===== config.mk =====
export PLATFORM = sky130hd
export DESIGN_NAME = cpws_entry_ram
export DESIGN_NICKNAME = d
export VERILOG_FILES = /design/src/design/cyclic_partition_window_scheduler_unit_assert.svh /design/src/design/cpws_pkg.sv /design/src/design/cpws_entry_ram.sv
export SDC_FILE = /design/constraint.sdc
export NUM_CORES = 2
export LEC_CHECK = 0
export ABC_AREA = 0
export CAP_MARGIN = 20
export CORE_ASPECT_RATIO = 1.4
export CORE_UTILIZATION = 50
export CTS_CLUSTER_SIZE = 30
export DETAILED_ROUTE_END_ITERATION = 10
export DONT_BUFFER_PORTS = 1
export HOLD_SLACK_MARGIN = 0.1
export PLACE_DENSITY_LB_ADDON = 0.2
export SLEW_MARGIN = 25
export SYNTH_ARGS = -nofsm -noshare
export SYNTH_HDL_FRONTEND = slang
export SYNTH_MEMORY_MAX_BITS = 65536
export SYNTH_SLANG_ARGS = --single-unit
export TNS_END_PERCENT = 5

===== constraint.sdc =====
create_clock -name clk_i -period 5.5 [get_ports clk_i]
set_input_delay 0 -clock clk_i [delete_from_list [all_inputs] [get_ports clk_i]]
set_output_delay 0 -clock clk_i [all_outputs]
set_load 0.01 [all_outputs]

===== src/design/cyclic_partition_window_scheduler_unit_assert.svh =====
// assertion macros for the cyclic partition window scheduler
`ifndef CYCLIC_PARTITION_WINDOW_SCHEDULER_UNIT_ASSERT_SVH
`define CYCLIC_PARTITION_WINDOW_SCHEDULER_UNIT_ASSERT_SVH

`ifndef SYNTH
// same-cycle implication, checked outside reset
`define CPWS_ASSERT_IMPL(lbl, clk, rst_n, ante, cons) \
  lbl: assert property (@(posedge clk) disable iff (!rst_n) (ante) |-> (cons)) \
    else $error("cpws assertion failed");
// next-cycle implication, checked outside reset
`define CPWS_ASSERT_NEXT(lbl, clk, rst_n, ante, cons) \
  lbl: assert property (@(posedge clk) disable iff (!rst_n) (ante) |=> (cons)) \
    else $error("cpws assertion failed");
`else
`define CPWS_ASSERT_IMPL(lbl, clk, rst_n, ante, cons)
`define CPWS_ASSERT_NEXT(lbl, clk, rst_n, ante, cons)
`endif

`endif


===== src/design/cpws_pkg.sv =====
`default_nettype none

package cpws_pkg;

  localparam int unsigned CORES     = 4;
  localparam int unsigned SLOTS     = 16;
  localparam int unsigned CORE_W    = 2;
  localparam int unsigned SLOT_W    = 4;
  localparam int unsigned CNT_W     = 5;
  localparam int unsigned ADDR_W    = CORE_W + SLOT_W;
  localparam int unsigned DEPTH     = CORES * SLOTS;
  localparam int unsigned CFG_IDX_W = 4;
  localparam int unsigned TIME_W    = 32;
  localparam int unsigned PART_W    = 8;

  typedef enum logic {
    MODE_LOAD = 1'b0,
    MODE_TICK = 1'b1
  } mode_e;

  typedef struct packed {
    logic [PART_W-1:0] partition;
    logic [TIME_W-1:0] offset;
    logic [TIME_W-1:0] duration;
  } entry_t;

  typedef struct packed {
    logic              en;
    logic [ADDR_W-1:0] addr;
  } ram_rd_t;

  typedef struct packed {
    logic              en;
    logic [ADDR_W-1:0] addr;
    entry_t            data;
  } ram_wr_t;

  typedef struct packed {
    logic [CORE_W-1:0] core;
    logic [SLOT_W-1:0] slot;
    logic [PART_W-1:0] partition;
    logic [TIME_W-1:0] start_time;
    logic [TIME_W-1:0] end_time;
    logic              last;
  } result_t;

  typedef logic [CORES-1:0][CNT_W-1:0] slot_cnt_t;

endpackage

`default_nettype wire


===== src/design/cpws_entry_ram.sv =====
`default_nettype none

module cpws_entry_ram
  import cpws_pkg::*;
(
  input  wire logic    clk_i,
  input  wire ram_wr_t wr_i,
  input  wire ram_rd_t rd_i,
  output entry_t       rd_data_o
);

  // schedule table, one row per core and slot
  entry_t mem_q [DEPTH];
  entry_t rd_data_q;

  always_ff @(posedge clk_i) begin
    if (wr_i.en) begin
      mem_q[wr_i.addr] <= wr_i.data;
    end
    if (rd_i.en) begin
      rd_data_q <= mem_q[rd_i.addr];
    end
  end

  assign rd_data_o = rd_data_q;

endmodule

`default_nettype wire


# After elaboration in Yosys (flattened, before gate mapping)
# Memories as Yosys holds them, arrays and structs flattened. A register that Yosys moved wholly into a read port is not among the register bits.
# Cells that the tools add are included.
# word_totals
elab_cells	3
in_bits	87
mem_count	1
out_inout_bits	72
ramBits	4608
reg_bits	0
# mem_list
memory	depth	word_bits	read_ports	rd_ports_with_merged_regs	write_ports	line_no	text
mem_q	64	72	1	1	1	cpws_entry_ram.sv:13	entry_t mem_q [DEPTH];
# classes
muxes	2
# ops
op	count
$mux W1	2

# Logic depth before layout (Yosys ltp)
# depth
word_depth	2
ltp_mapped	8

# Least setup slack after synthesis
# Ideal clock, no wire load.
# synth_timing
path_kind	input to register
startpoint	in wr_i[75] (netlist name)
endpoint	mem mem_q[48][0] (netlist name) (enable)
cell_stages	4
setup_time_ns	0.590
path_slack_ns	-0.499
required_ns	4.910
t_arrival_ns	5.408
path_cell_list	clkbuf_1 > nor2b_1 > nand4b_1 > nor3_1
# synth_lines
item	line_no	text
start: declaration	cpws_entry_ram.sv:7	input wire ram_wr_t wr_i,
end: declaration	cpws_entry_ram.sv:13	
# No word-level cell before the write port.

==> flow_summary.ini <==
[clock_tree]
tritoncts = yes
path_clk_slew_ns = 0.07
cts_resized = 0
worst_skew_pair.late_latency_ns = 1.00
numCtsBuffers = 433
root_buffer = clkbuf_16
clockBufferDepth = 4
cts.sinks = 4680
cts_max_level = 5
cts_hold_buf = 281
cts_setup_buffers = 0

[routing]
ant_nets = 0
routed_wl_mm = 522.5
drc = 0
drt_iter0_drc = 12400
vias = 86640
vias_per_cell = 6.740
first_pass_iters = 8
wl_per_cell_microns = 40.65

[job]
max_cap_violations = 0

[yosys]
netlist_instances = 7305
ys_types = 26
muxShareOfSynthArea_pct = 15.36
yosys.area_share.simple_pct = 0.8783
synth-adder-area-share_pct = 0
syn-cell-area_sq_mm = 0.1759
synth_top_area_cell = edfxtp_1
synth_top_family_by_area = multiplexers
synth-xor-area-share_pct = 0
synth_top_area_share_pct = 79.88
postSynthAreaPerCell_sq_um = 24.08
yosysSeqAreaShare_pct = 79.88
ys_top_cells_by_area = edfxtp_1, mux4_2, a22oi_1, mux2i_1, buf_2
ys_ff_latch = 4680
syn_nets = 7392
yosys_warnings = 0
synth_compound_area_share_pct = 2.727

[sta]
slew_viol_final = 135
setup_viol = 0
fin_crit_ns = 4.684
tightest_slew_ns = 1.817
fin_skew_ns = 0.08970
grt_setup_unrepaired = no
fin_crit_sh_pct = 85.16
fmax_ghz = 0.2135
tns_ns = 0
hold_viol_final = 0
relSlewSlack_pct = -21.12

[cells_and_area]
multi_input_area_sq_mm = 0.03395
area_growth_pct = 14.70
drive_gt1_share_pct = 27.03
layout.nets = 7912
layout_commonest_cell = edfxtp_1
regArea_sq_mm = 0.1405
final_cells = 12850
mostFrequentLayoutCells = edfxtp_1, mux4_2, clkbuf_16
n_fill_cell = 24820

[global_route]
grt_pass1_wl_mm = 714.6
overflow = 0
gr-usage-met2_pct = 49.97
grt_max_degree = 236
use_met1_pct = 38.81
antenna_found_initial = 24
grt_pass1_vias = 86890
grt-busiest-layer = met2
met3_usage_pct = 5.147
grt_usage_pct = 29.61

[setup_path]
critPathMaxFanout = 102
worstPathArrival_ns = 5.37
crit_type = in -> reg
startpoint = rd_i[0]
cp.required_ns = 6.19
critPathCaptureType = flop
cp-start-kind = primary input
reg2reg_from = mem_q[31][24]$_DFFE_PP_

[pwr]
cellPowerDensity_mw_per_mm2 = 362.9
worst_ir_drop_vdd_mv = 0.2851
switching_share_pct = 21.29
combPwrFrac_pct = 4.9
p_total_mw = 73.23
power_frac_clock_pct = 40.9
power.share.sequential_pct = 54.2
leakagePower_nw = 62.45
internal_power_mw = 57.64
p_switching_mw = 15.59

[floorplan]
row_count = 257
coreArea_sq_mm = 0.3502
initial_core_util_pct = 50.24
chipHeight_microns = 703.9
io_pins = 159
die_w_microns = 503.3
dieArea_sq_mm = 0.3543

[placement]
numPortBuffers = 0
dpl.cell_count = 11770
gp_congestion = 0.7825
dp_hpwl_mm = 256.8

[min_path]
min_from = rd_i[1]
hold_path.class = in -> reg

[status]
violations = slew limit
status = complete, but fails checks
-- cells by family (layout without fill, tap and decap cells) --
group | Yosys count | count (layout)
and+or+nand+nor | 317 | 317
AOI/OAI and AO/OA | 630 | 630
DFF | 4680 | 4680
muxes | 1260 | 1260
buffers and inverters | 418 | 1279
other | 0 | 26
-- per-layer routing --
layer	part of all wire [%]	routed length (microns)
met5	0.0094	49
met4	3.9	20580
met3	9.4	49070
met2	51	266300
met1	36	186500
-- power by group through the flow --
stage	clock network [mW]	logic, mW	registers [mW]
global route	31.4	3.74	39.7
floorplan	0	1.82	40.4
detailed placement	0	2.61	40.5
CTS	30.2	3.58	39.7
finish	29.9	3.59	39.7
global placement	0	2.58	40.5
-- worst max-delay path, cell delays in order --
cell and delay [ns]:
buf_16 0.42, buf_16 0.42, buf_16 0.52, buf_16 0.67, buf_16 0.42, buf_16 0.36, buf_16 0.38, or3b_2 0.52
buf_4 0.22, o22ai_1 0.17, a211oi_1 0.06, dlygate4sd3_1 0.60, o211a_1 0.20
-- registers in the layout (all words and copies together), names as in the netlist --
name / flops
rd_data_o: 72
mem_q: 4608
-- final cells by class --
class	instances	area share, %
diodes	26	0.03224
clock buffers	515	5.553
clock inverters	261	1.304
multi-input cells	2207	16.82
flip-flops and latches	4680	69.64
well taps	4662	2.890
repair buffers	503	3.760
-- final timing paths --
kind | endpoint | depth (start not counted) | slack (ns)
setup / recovery | rd_data_o[2]$_DFFE_PP_ | 13 | 0.82
hold / removal | rd_data_o[34]$_DFFE_PP_ | 5 | 0.12
setup reg to reg | rd_data_o[24]$_DFFE_PP_ | 7 | 2.22
hold reg to reg | rd_data_o[20]$_DFFE_PP_ | 4 | 0.89
-- Yosys cell counts --
cell type / number
a211oi_1: 72
a22oi_1: 288
and2_1: 3
buf_1: 27
buf_2: 190
buf_4: 56
buf_6: 2
clkbuf_1: 143
edfxtp_1: 4680
mux2i_1: 108
mux4_2: 1152
nand2_1: 8
nand2b_1: 9
nand3_1: 128
nand3b_1: 26
nand4_1: 2
nand4b_1: 1
nor2_1: 120
nor2b_1: 9
nor3_1: 2
o211a_1: 72
o221ai_1: 54
o22ai_1: 144
or2_2: 2
or3_1: 3
or3b_2: 4
-- through the flow --
| step | util [%] | hold slack (ns) | cell area (sq um) | setup slack, ns |
|---|---|---|---|---|
| after global routing | 57.62 | 0.1276 | 201800 | 0.2586 |
| after CTS | 57.60 | 0.1001 | 201700 | 0.6816 |
| final | 57.63 | 0.1197 | 201800 | 0.8160 |
| after global placement | 52.18 | 0.1016 | 182700 | 0.3307 |
| after detailed placement | 52.30 | 0.1006 | 183100 | 0.1622 |
| after floorplan | - | 0.09887 | 175900 | -0.4923 |
(Power assumes the default switching activity.)
