**src/design/cyclic_partition_window_scheduler_unit_assert.svh**
```systemverilog
// assertion macros for the cyclic partition window scheduler
`ifndef CYCLIC_PARTITION_WINDOW_SCHEDULER_UNIT_ASSERT_SVH
`define CYCLIC_PARTITION_WINDOW_SCHEDULER_UNIT_ASSERT_SVH

`ifndef SYNTH
// same-cycle implication, checked outside reset
`define CPWS_ASSERT_IMPL(lbl, clk, rst_n, ante, cons) \
  lbl: assert property (@(posedge clk) disable iff (!rst_n) (ante) |-> (cons)) \
    else $error("cpws assertion failed");
// next-cycle implication, checked outside reset
`define CPWS_ASSERT_NEXT(lbl, clk, rst_n, ante, cons) \
  lbl: assert property (@(posedge clk) disable iff (!rst_n) (ante) |=> (cons)) \
    else $error("cpws assertion failed");
`else
`define CPWS_ASSERT_IMPL(lbl, clk, rst_n, ante, cons)
`define CPWS_ASSERT_NEXT(lbl, clk, rst_n, ante, cons)
`endif

`endif

```
**src/design/cpws_pkg.sv**
```systemverilog
`default_nettype none

package cpws_pkg;

  localparam int unsigned CORES     = 4;
  localparam int unsigned SLOTS     = 16;
  localparam int unsigned CORE_W    = 2;
  localparam int unsigned SLOT_W    = 4;
  localparam int unsigned CNT_W     = 5;
  localparam int unsigned ADDR_W    = CORE_W + SLOT_W;
  localparam int unsigned DEPTH     = CORES * SLOTS;
  localparam int unsigned CFG_IDX_W = 4;
  localparam int unsigned TIME_W    = 32;
  localparam int unsigned PART_W    = 8;

  typedef enum logic {
    MODE_LOAD = 1'b0,
    MODE_TICK = 1'b1
  } mode_e;

  typedef struct packed {
    logic [PART_W-1:0] partition;
    logic [TIME_W-1:0] offset;
    logic [TIME_W-1:0] duration;
  } entry_t;

  typedef struct packed {
    logic              en;
    logic [ADDR_W-1:0] addr;
  } ram_rd_t;

  typedef struct packed {
    logic              en;
    logic [ADDR_W-1:0] addr;
    entry_t            data;
  } ram_wr_t;

  typedef struct packed {
    logic [CORE_W-1:0] core;
    logic [SLOT_W-1:0] slot;
    logic [PART_W-1:0] partition;
    logic [TIME_W-1:0] start_time;
    logic [TIME_W-1:0] end_time;
    logic              last;
  } result_t;

  typedef logic [CORES-1:0][CNT_W-1:0] slot_cnt_t;

endpackage

`default_nettype wire

```
**src/design/cpws_sequencer.sv**
```systemverilog
`default_nettype none

`include "cyclic_partition_window_scheduler_unit_assert.svh"

module cpws_sequencer
  import cpws_pkg::*;
(
  input  wire logic              clk_i,
  input  wire logic              rst_ni,
  input  wire logic              tick_i,
  input  wire logic [TIME_W-1:0] now_i,
  input  wire slot_cnt_t         slot_cnt_i,
  output logic                   busy_o,
  output ram_rd_t                rd_o,
  input  wire entry_t            rd_data_i,
  output logic                   out_valid_o,
  output result_t                out_o
);

  // scan stage
  logic              scan_q;
  logic [CORE_W-1:0] core_q;
  logic              first_q;
  logic              started_q;
  logic [TIME_W-1:0] now_q;

  // per-core window state
  logic [CORES-1:0][SLOT_W-1:0] act_q;
  logic [CORES-1:0][TIME_W-1:0] wend_q;

  // read data stage
  logic              s1_v_q;
  logic [CORE_W-1:0] s1_core_q;
  logic [SLOT_W-1:0] s1_slot_q;

  // one result held back until it is known whether it is the last
  logic    pend_v_q;
  result_t pend_q;
  logic    out_v_q;
  result_t out_q;
  result_t out_d;

  logic [CNT_W-1:0]  cnt_raw;
  logic [CNT_W-1:0]  cnt;
  logic [CNT_W-1:0]  act_nx;
  logic [SLOT_W-1:0] next_slot;
  logic              due;
  logic              hit;
  logic              flush;
  result_t           s1_res;

  always_comb begin
    cnt_raw = slot_cnt_i[core_q];
    cnt     = (cnt_raw > CNT_W'(SLOTS)) ? CNT_W'(SLOTS) : cnt_raw;
    act_nx  = {1'b0, act_q[core_q]} + CNT_W'(1);
    if (first_q || (act_nx >= cnt)) begin
      next_slot = '0;
    end else begin
      next_slot = act_nx[SLOT_W-1:0];
    end
    due  = first_q || (now_q >= wend_q[core_q]);
    hit  = scan_q && (cnt != '0) && due;

    rd_o.en   = hit;
    rd_o.addr = {core_q, next_slot};

    s1_res.core       = s1_core_q;
    s1_res.slot       = s1_slot_q;
    s1_res.partition  = rd_data_i.partition;
    s1_res.start_time = now_q + rd_data_i.offset;
    s1_res.end_time   = now_q + rd_data_i.duration;
    s1_res.last       = 1'b0;

    flush = pend_v_q && !s1_v_q && !scan_q;

    out_d      = pend_q;
    out_d.last = flush;
  end

  always_ff @(posedge clk_i or negedge rst_ni) begin
    if (!rst_ni) begin
      scan_q    <= 1'b0;
      core_q    <= '0;
      first_q   <= 1'b0;
      started_q <= 1'b0;
      act_q     <= '0;
      wend_q    <= '0;
      s1_v_q    <= 1'b0;
      pend_v_q  <= 1'b0;
      out_v_q   <= 1'b0;
    end else begin
      if (tick_i) begin
        scan_q    <= 1'b1;
        core_q    <= '0;
        first_q   <= !started_q;
        started_q <= 1'b1;
      end else if (scan_q) begin
        core_q <= core_q + CORE_W'(1);
        if (core_q == CORE_W'(CORES - 1)) begin
          scan_q <= 1'b0;
        end
      end
      s1_v_q <= hit;
      if (s1_v_q) begin
        act_q[s1_core_q]  <= s1_slot_q;
        wend_q[s1_core_q] <= s1_res.end_time;
      end
      if (s1_v_q) begin
        pend_v_q <= 1'b1;
      end else if (flush) begin
        pend_v_q <= 1'b0;
      end
      out_v_q <= (s1_v_q && pend_v_q) || flush;
    end
  end

  always_ff @(posedge clk_i) begin
    if (tick_i) begin
      now_q <= now_i;
    end
    s1_core_q <= core_q;
    s1_slot_q <= next_slot;
    if (s1_v_q) begin
      pend_q <= s1_res;
    end
    out_q <= out_d;
  end

  assign busy_o      = scan_q || s1_v_q || pend_v_q;
  assign out_valid_o = out_v_q;
  assign out_o       = out_q;

  `CPWS_ASSERT_NEXT(a_tick_scans, clk_i, rst_ni, tick_i, scan_q && (core_q == '0))
  `CPWS_ASSERT_IMPL(a_last_clears, clk_i, rst_ni, out_v_q && out_q.last, !busy_o)
  `CPWS_ASSERT_IMPL(a_more_follows, clk_i, rst_ni, out_v_q && !out_q.last, pend_v_q)

endmodule

`default_nettype wire

```
**config.mk**
```make
export PLATFORM = sky130hd
export DESIGN_NAME = cpws_sequencer
export DESIGN_NICKNAME = d
export VERILOG_FILES = /design/src/design/cpws_pkg.sv /design/src/design/cpws_sequencer.sv
export VERILOG_INCLUDE_DIRS = /design/src /design/src/design
export SDC_FILE = /design/constraint.sdc
export NUM_CORES = 1
export LEC_CHECK = 0
export ABC_AREA = 1
export BUFFER_PORTS_ARGS = -buffer_cell sky130_fd_sc_hd__buf_2
export CAP_MARGIN = 20
export CORE_MARGIN = 5
export CORE_UTILIZATION = 45
export CTS_BUF_LIST = sky130_fd_sc_hd__clkbuf_4 sky130_fd_sc_hd__clkbuf_8
export CTS_CLUSTER_SIZE = 30
export DETAILED_ROUTE_END_ITERATION = 7
export GPL_TIMING_DRIVEN = 0
export HOLD_SLACK_MARGIN = 0.08
export SYNTH_ARGS = -nofsm -noshare
export SYNTH_HDL_FRONTEND = slang
export SYNTH_SLANG_ARGS = --single-unit
export TNS_END_PERCENT = 5
```
**constraint.sdc**
```tcl
create_clock -name clk_i -period 4 [get_ports clk_i]
set_input_delay 0.4 -clock clk_i [delete_from_list [all_inputs] [get_ports clk_i]]
set_output_delay 0.4 -clock clk_i [all_outputs]
set_load 0.005 [all_outputs]
```
Word-level counts from Yosys, hierarchy flattened
Index checks and enable logic that the tools add are counted.
W data, S select, Z words.
{ "classes": {"n_reduce_logical": 17, "eq_ne": 1, "magnitude_cmp": 6, "n_addsub": 4, "n_mux": 21} }
{ "ops": {"columns": ["cell", "n"], "rows": [
  ["$bwmux W128", 1],
  ["$add A32 B32 Y32", 2],
  ["$bmux W32 S2", 1],
  ["$demux W32 S2", 1],
  ["$mux W32", 2],
  ["$ge A32 B32 Y1", 1],
  ["$bwmux W16", 1],
  ["$mux W4", 3],
  ["$bmux W5 S2", 1],
  ["$mux W5", 2],
  ["$bmux W4 S2", 1],
  ["$demux W4 S2", 1],
  ["$logic_and A1 B1 Y1", 6],
  ["$lt A2 B3 Y1 const B", 2],
  ["$add A4 B1 Y5 const B", 1],
  ["$ge A5 B5 Y1", 1],
  ["$gt A5 B5 Y1 const B", 1],
  ["$logic_or A1 B1 Y1", 5],
  ["$mux W1", 5],
  ["$reduce_bool A5 Y1", 1],
  ["$mux W2", 2],
  ["$reduce_bool A2 Y1", 2],
  ["$logic_not A1 Y1", 3],
  ["$add A2 B1 Y2 const B", 1],
  ["other kinds (2)", 2]
]} }
{ "totals": {"out_inout_bits": 88, "in_bits": 127, "word_cells": 78, "ff_bits": 347} }

Depth between registers and ports, before layout
{ "depth": {"word_depth": 7, "ltp_mapped": 19, "mapped_depth_nobuf": 17} }

Worst setup path after synthesis
No wires, ideal clock.
{ "synth_path": {"kind": "flip-flop to flip-flop", "startpoint": "register s1_v_q", "endpoint": "register wend_q[119] (netlist bit)", "path_buffers": 2, "setup_ns": 0.118, "path_slack_ns": 0.664, "synth_period_minus_slack_ns": 3.336, "required_ns": 3.882, "stages_incl_launch_ff": 8, "arrival_ns": 3.218, "path_cell_list": "dfrtp_1 > inv_1 > nor3_2 > inv_1 > buf_2 > buf_2 > nand2_1 > nand2_1"} }
{ "synth_rtl": {"columns": ["item", "line", "source"], "rows": [
  ["start, declared", "cpws_sequencer.sv:32", "logic s1_v_q;"],
  ["start signal, assigned", "cpws_sequencer.sv:103", "s1_v_q <= hit;"],
  ["end signal, assigned by index", "cpws_sequencer.sv:106", "wend_q[s1_core_q] <= s1_res.end_time;"],
  ["end, declared", "cpws_sequencer.sv:29", "logic [CORES-1:0][TIME_W-1:0] wend_q;"]
]} }

Worst setup path in the final report
{ "layout_path": {"startpoint": "register core_q[0]", "endpoint": "output rd_o[6] (netlist bit)"} }
{ "layout_via": {"elab_chain_cells": 7, "word_cells_on_any_way": 11, "cone_classes": "order compare: 2; mux: 5; reduce/logical: 4"} }
{ "layout_rtl": {"columns": ["item", "line", "source"], "rows": [
  ["start, declared", "cpws_sequencer.sv:22", "logic [CORE_W-1:0] core_q;"],
  ["start signal, assigned", "cpws_sequencer.sv:98", "core_q <= core_q + CORE_W'(1);"],
  ["branches (longest 6 deep; another with $ge A32 B32 Y1)", null, null],
  ["$logic_and A1 B1 Y1 *", "cpws_sequencer.sv:62", "hit = scan_q && (cnt != '0) && due;"],
  ["end, declared", "cpws_sequencer.sv:14", "output ram_rd_t rd_o,"]
]} }
Mark *: on every way between the ends. The select of a mux whose other input is x is not followed.

==> flow_summary.json <==
{
  "grt_pass1_wl_um": 83500,
  "min_period_ps": 3830,
  "slew_violations": 0,
  "utilization_pct": 55.5,
  "clock_path_buffers": 3,
  "min_path_type": "in -> reg",
  "fillers": 3516,
  "portBuffers": 214,
  "synthArstFlopShare_pct": 43.8,
  "hold_ws_ps": 180,
  "clkLatencyLatePin_ps": 650,
  "crit_arrival_ps": 3430,
  "syn2layout_area_growth_pct": 21.3,
  "drt-initial-drc-count": 1242,
  "synth_compound_area_share_pct": 9.11,
  "synth_edf_count": 110,
  "final_common_cell": "nand2_1",
  "path_class": "reg -> out",
  "synthMuxAreaShare_pct": 0,
  "period_share_pct": 95.8,
  "vias": 15073,
  "cts_buffers": 59,
  "status": "complete, no violations",
  "die_h_um": 206,
  "timing.final.ws_setup_ps": 168,
  "synth_top_area_share_pct": 22.0,
  "drive_above_1_share_pct": 16.1,
  "hold_violations": 0,
  "ys_seq_area_share_pct": 51.0,
  "setup_violations": 0,
  "dr.pass1.iters": 6,
  "ys_warn_count": 0,
  "cts-root-buf": "clkbuf_8",
  "grt_usage_pct": 25.6,
  "grt_max_degree": 98,
  "cap_violations": 0,
  "leakage_nw": 10.5,
  "netlist_area_um2": 17300,
  "ys_ff_latch": 347,
  "initial_core_util_pct": 45.8,
  "max_freq_mhz": 261,
  "synth_fp_nets": 2313,
  "clock-skew-final_ps": 36.9,
  "dp_hpwl_um": 41300,
  "clock-sinks": 347,
  "grt_pass1_vias": 14663,
  "cts_tree": "yes",
  "critPathMaxFanout": 10,
  "antenna_left": 0,
  "synth_top_family_by_area": "simple AND/OR/NAND/NOR gates",
  "vdd_drop_max_uv": 322,
  "fin_tns_setup_ps": 0,
  "crit_path_start_kind": "flop",
  "htree_levels": 2,
  "synthSimpleGateAreaFrac_pct": 23.9,
  "viasPerCell": 5.08,
  "final_nets": 2638,
  "avgSynthCellArea_um2": 8.30,
  "dp_slack_ps": -26.8,
  "globalplace.congestion": 0.926,
  "cts.clk_slew.worst_paths_ps": 60,
  "netlist_top_cells_area": "dfrtp_1 (22%), edfxtp_1 (19%), nand2_1 (16%), dfxtp_1 (9.8%), ha_1 (7.3%)",
  "synthCells": 2083,
  "antenna_found_initial": 1,
  "fp.dieW_um": 206,
  "slew_headroom_pct": 37.4,
  "final_cell_mix": "nand2_1 (722), inv_1 (230), buf_2 (225)",
  "wl_per_cell_um": 18.2,
  "io_pins": 215,
  "end_kind": "output port",
  "coreArea_um2": 37800,
  "p_per_area_nw_per_um2": 637,
  "worst_slew_pin_slew_ps": 939,
  "die_area_um2": 42400,
  "synth_top_cell_by_area": "dfrtp_1",
  "cp.required_ps": 3600,
  "rows": 71,
  "drc": 0,
  "synth_cell_types": 39,
  "power_w": 0.0134,
  "synthAdderAreaFrac_pct": 7.54,
  "synth_xor_area_share_pct": 1.90,
  "drt-total-wl_um": 54200,
  "ys.flop_type": "dfrtp_1",
  "grt-ovfl-total": 0
}
[kinds of logic (layout without fill, tap and decap cells)]
group	after synthesis	count (layout)
buf+inv	290	665
fa+ha+maj	103	103
simple gates	1020	1020
flops	347	347
compound gates	289	289
xor+xnor	34	34
other cells	0	1
[final cells by class]
class | count | area, um^2 | area share, %
inverter | 233 | 875 | 4.17
buffer | 57 | 410 | 1.96
clock buffer | 84 | 1040 | 4.95
timing repair buffer | 264 | 1600 | 7.62
clock inverter | 27 | 189 | 0.901
tap | 511 | 639 | 3.05
sequential | 347 | 8810 | 42.0
multi-input combinational | 1446 | 7410 | 35.3
antenna | 1 | 2.50 | 0.0119
[Yosys cell counts (5+ instances only)]
cell type  instances
inv_1            231
a21oi_1          124
nor3_1            17
dfxtp_1           85
buf_2             26
edfxtp_1         110
nand4_1            7
and2_1            16
nor2_1           108
xor2_1            25
nand3_1          126
o21a_1             5
dfrtp_1          152
o21bai_1           5
ha_1             101
nand2_2            5
a32o_1            17
xnor2_1            5
nand2_1          725
clkbuf_1          26
o21ai_0          131
[power by group]
part           internal (W)  leakage (nW)  total [W]  switching [W]
combinational       0.00162          6.23    0.00431        0.00269
sequential          0.00516          3.62    0.00578       0.000619
clock               0.00181         0.653    0.00327        0.00147
[layer usage]
layer | global-route usage (%) | vias to the layer above | routed length (um)
li1 | - | 7431 | -
met1 | 35.7 | 7079 | 24400
met2 | 41.3 | 476 | 25100
met3 | 4.13 | 87 | 3260
met4 | 8.13 | 0 | 1420
met5 | 0 | - | 0
[registers in the layout, summed over array words and instances, names as in the netlist, 2 cells and up]
signal     cells
act_q         16
s1_slot_q      4
now_q         32
core_q         2
s1_core_q      2
out_d         78
wend_q       128
out_o         79
[stage by stage]
step,std cells,cell area (um^2)
after global placement,2808,19000
after detailed placement,2810,19100
after CTS,2964,20900
after global routing,2970,21000
final,2970,21000
after floorplan,2083,17300
[critical path, cell delays in order (launching register included)]
cell      delay, ps
dfrtp_1         400
buf_6           150
inv_1           130
buf_6           170
clkbuf_8        190
nand2_1          60
a32o_2          280
ha_1            300
nand2_1          70
o21bai_1        150
nand2_1          60
nand2_1          60
nand3_2          90
nand2_1          70
nand2_2          90
nand2_1         100
a21oi_1         170
buf_4           130
buf_2           100
[path summary, 6_finish.rpt]
| kind | start | to | slack, ps | depth (start not counted) |
|---|---|---|---|---|
| setup reg to reg | s1_v_q | wend_q[92] | 1180 | 7 |
| setup / recovery | core_q[0] | rd_o[6] | 170 | 18 |
| max in group asynchronous | rst_ni | wend_q[52] | 2790 | 3 |
| hold / removal | rd_data_i[0] | out_d[1] | 180 | 2 |
| min in group asynchronous | rst_ni | wend_q[59] | 270 | 2 |
| hold reg to reg | out_d[44] | out_o[44] | 310 | 0 |
[timing repair]
action | in CTS | in global routing
endpoints found under the hold margin | 96 | 0
cloned | 0 | 0
buffers inserted | 1 | 5
setup endpoints to repair | 5 | 5
pin swaps | 0 | 2
hold buffers | 42 | 0
resized for setup | 48 | 26
No activity file was read; power rests on OpenSTA's default activity.
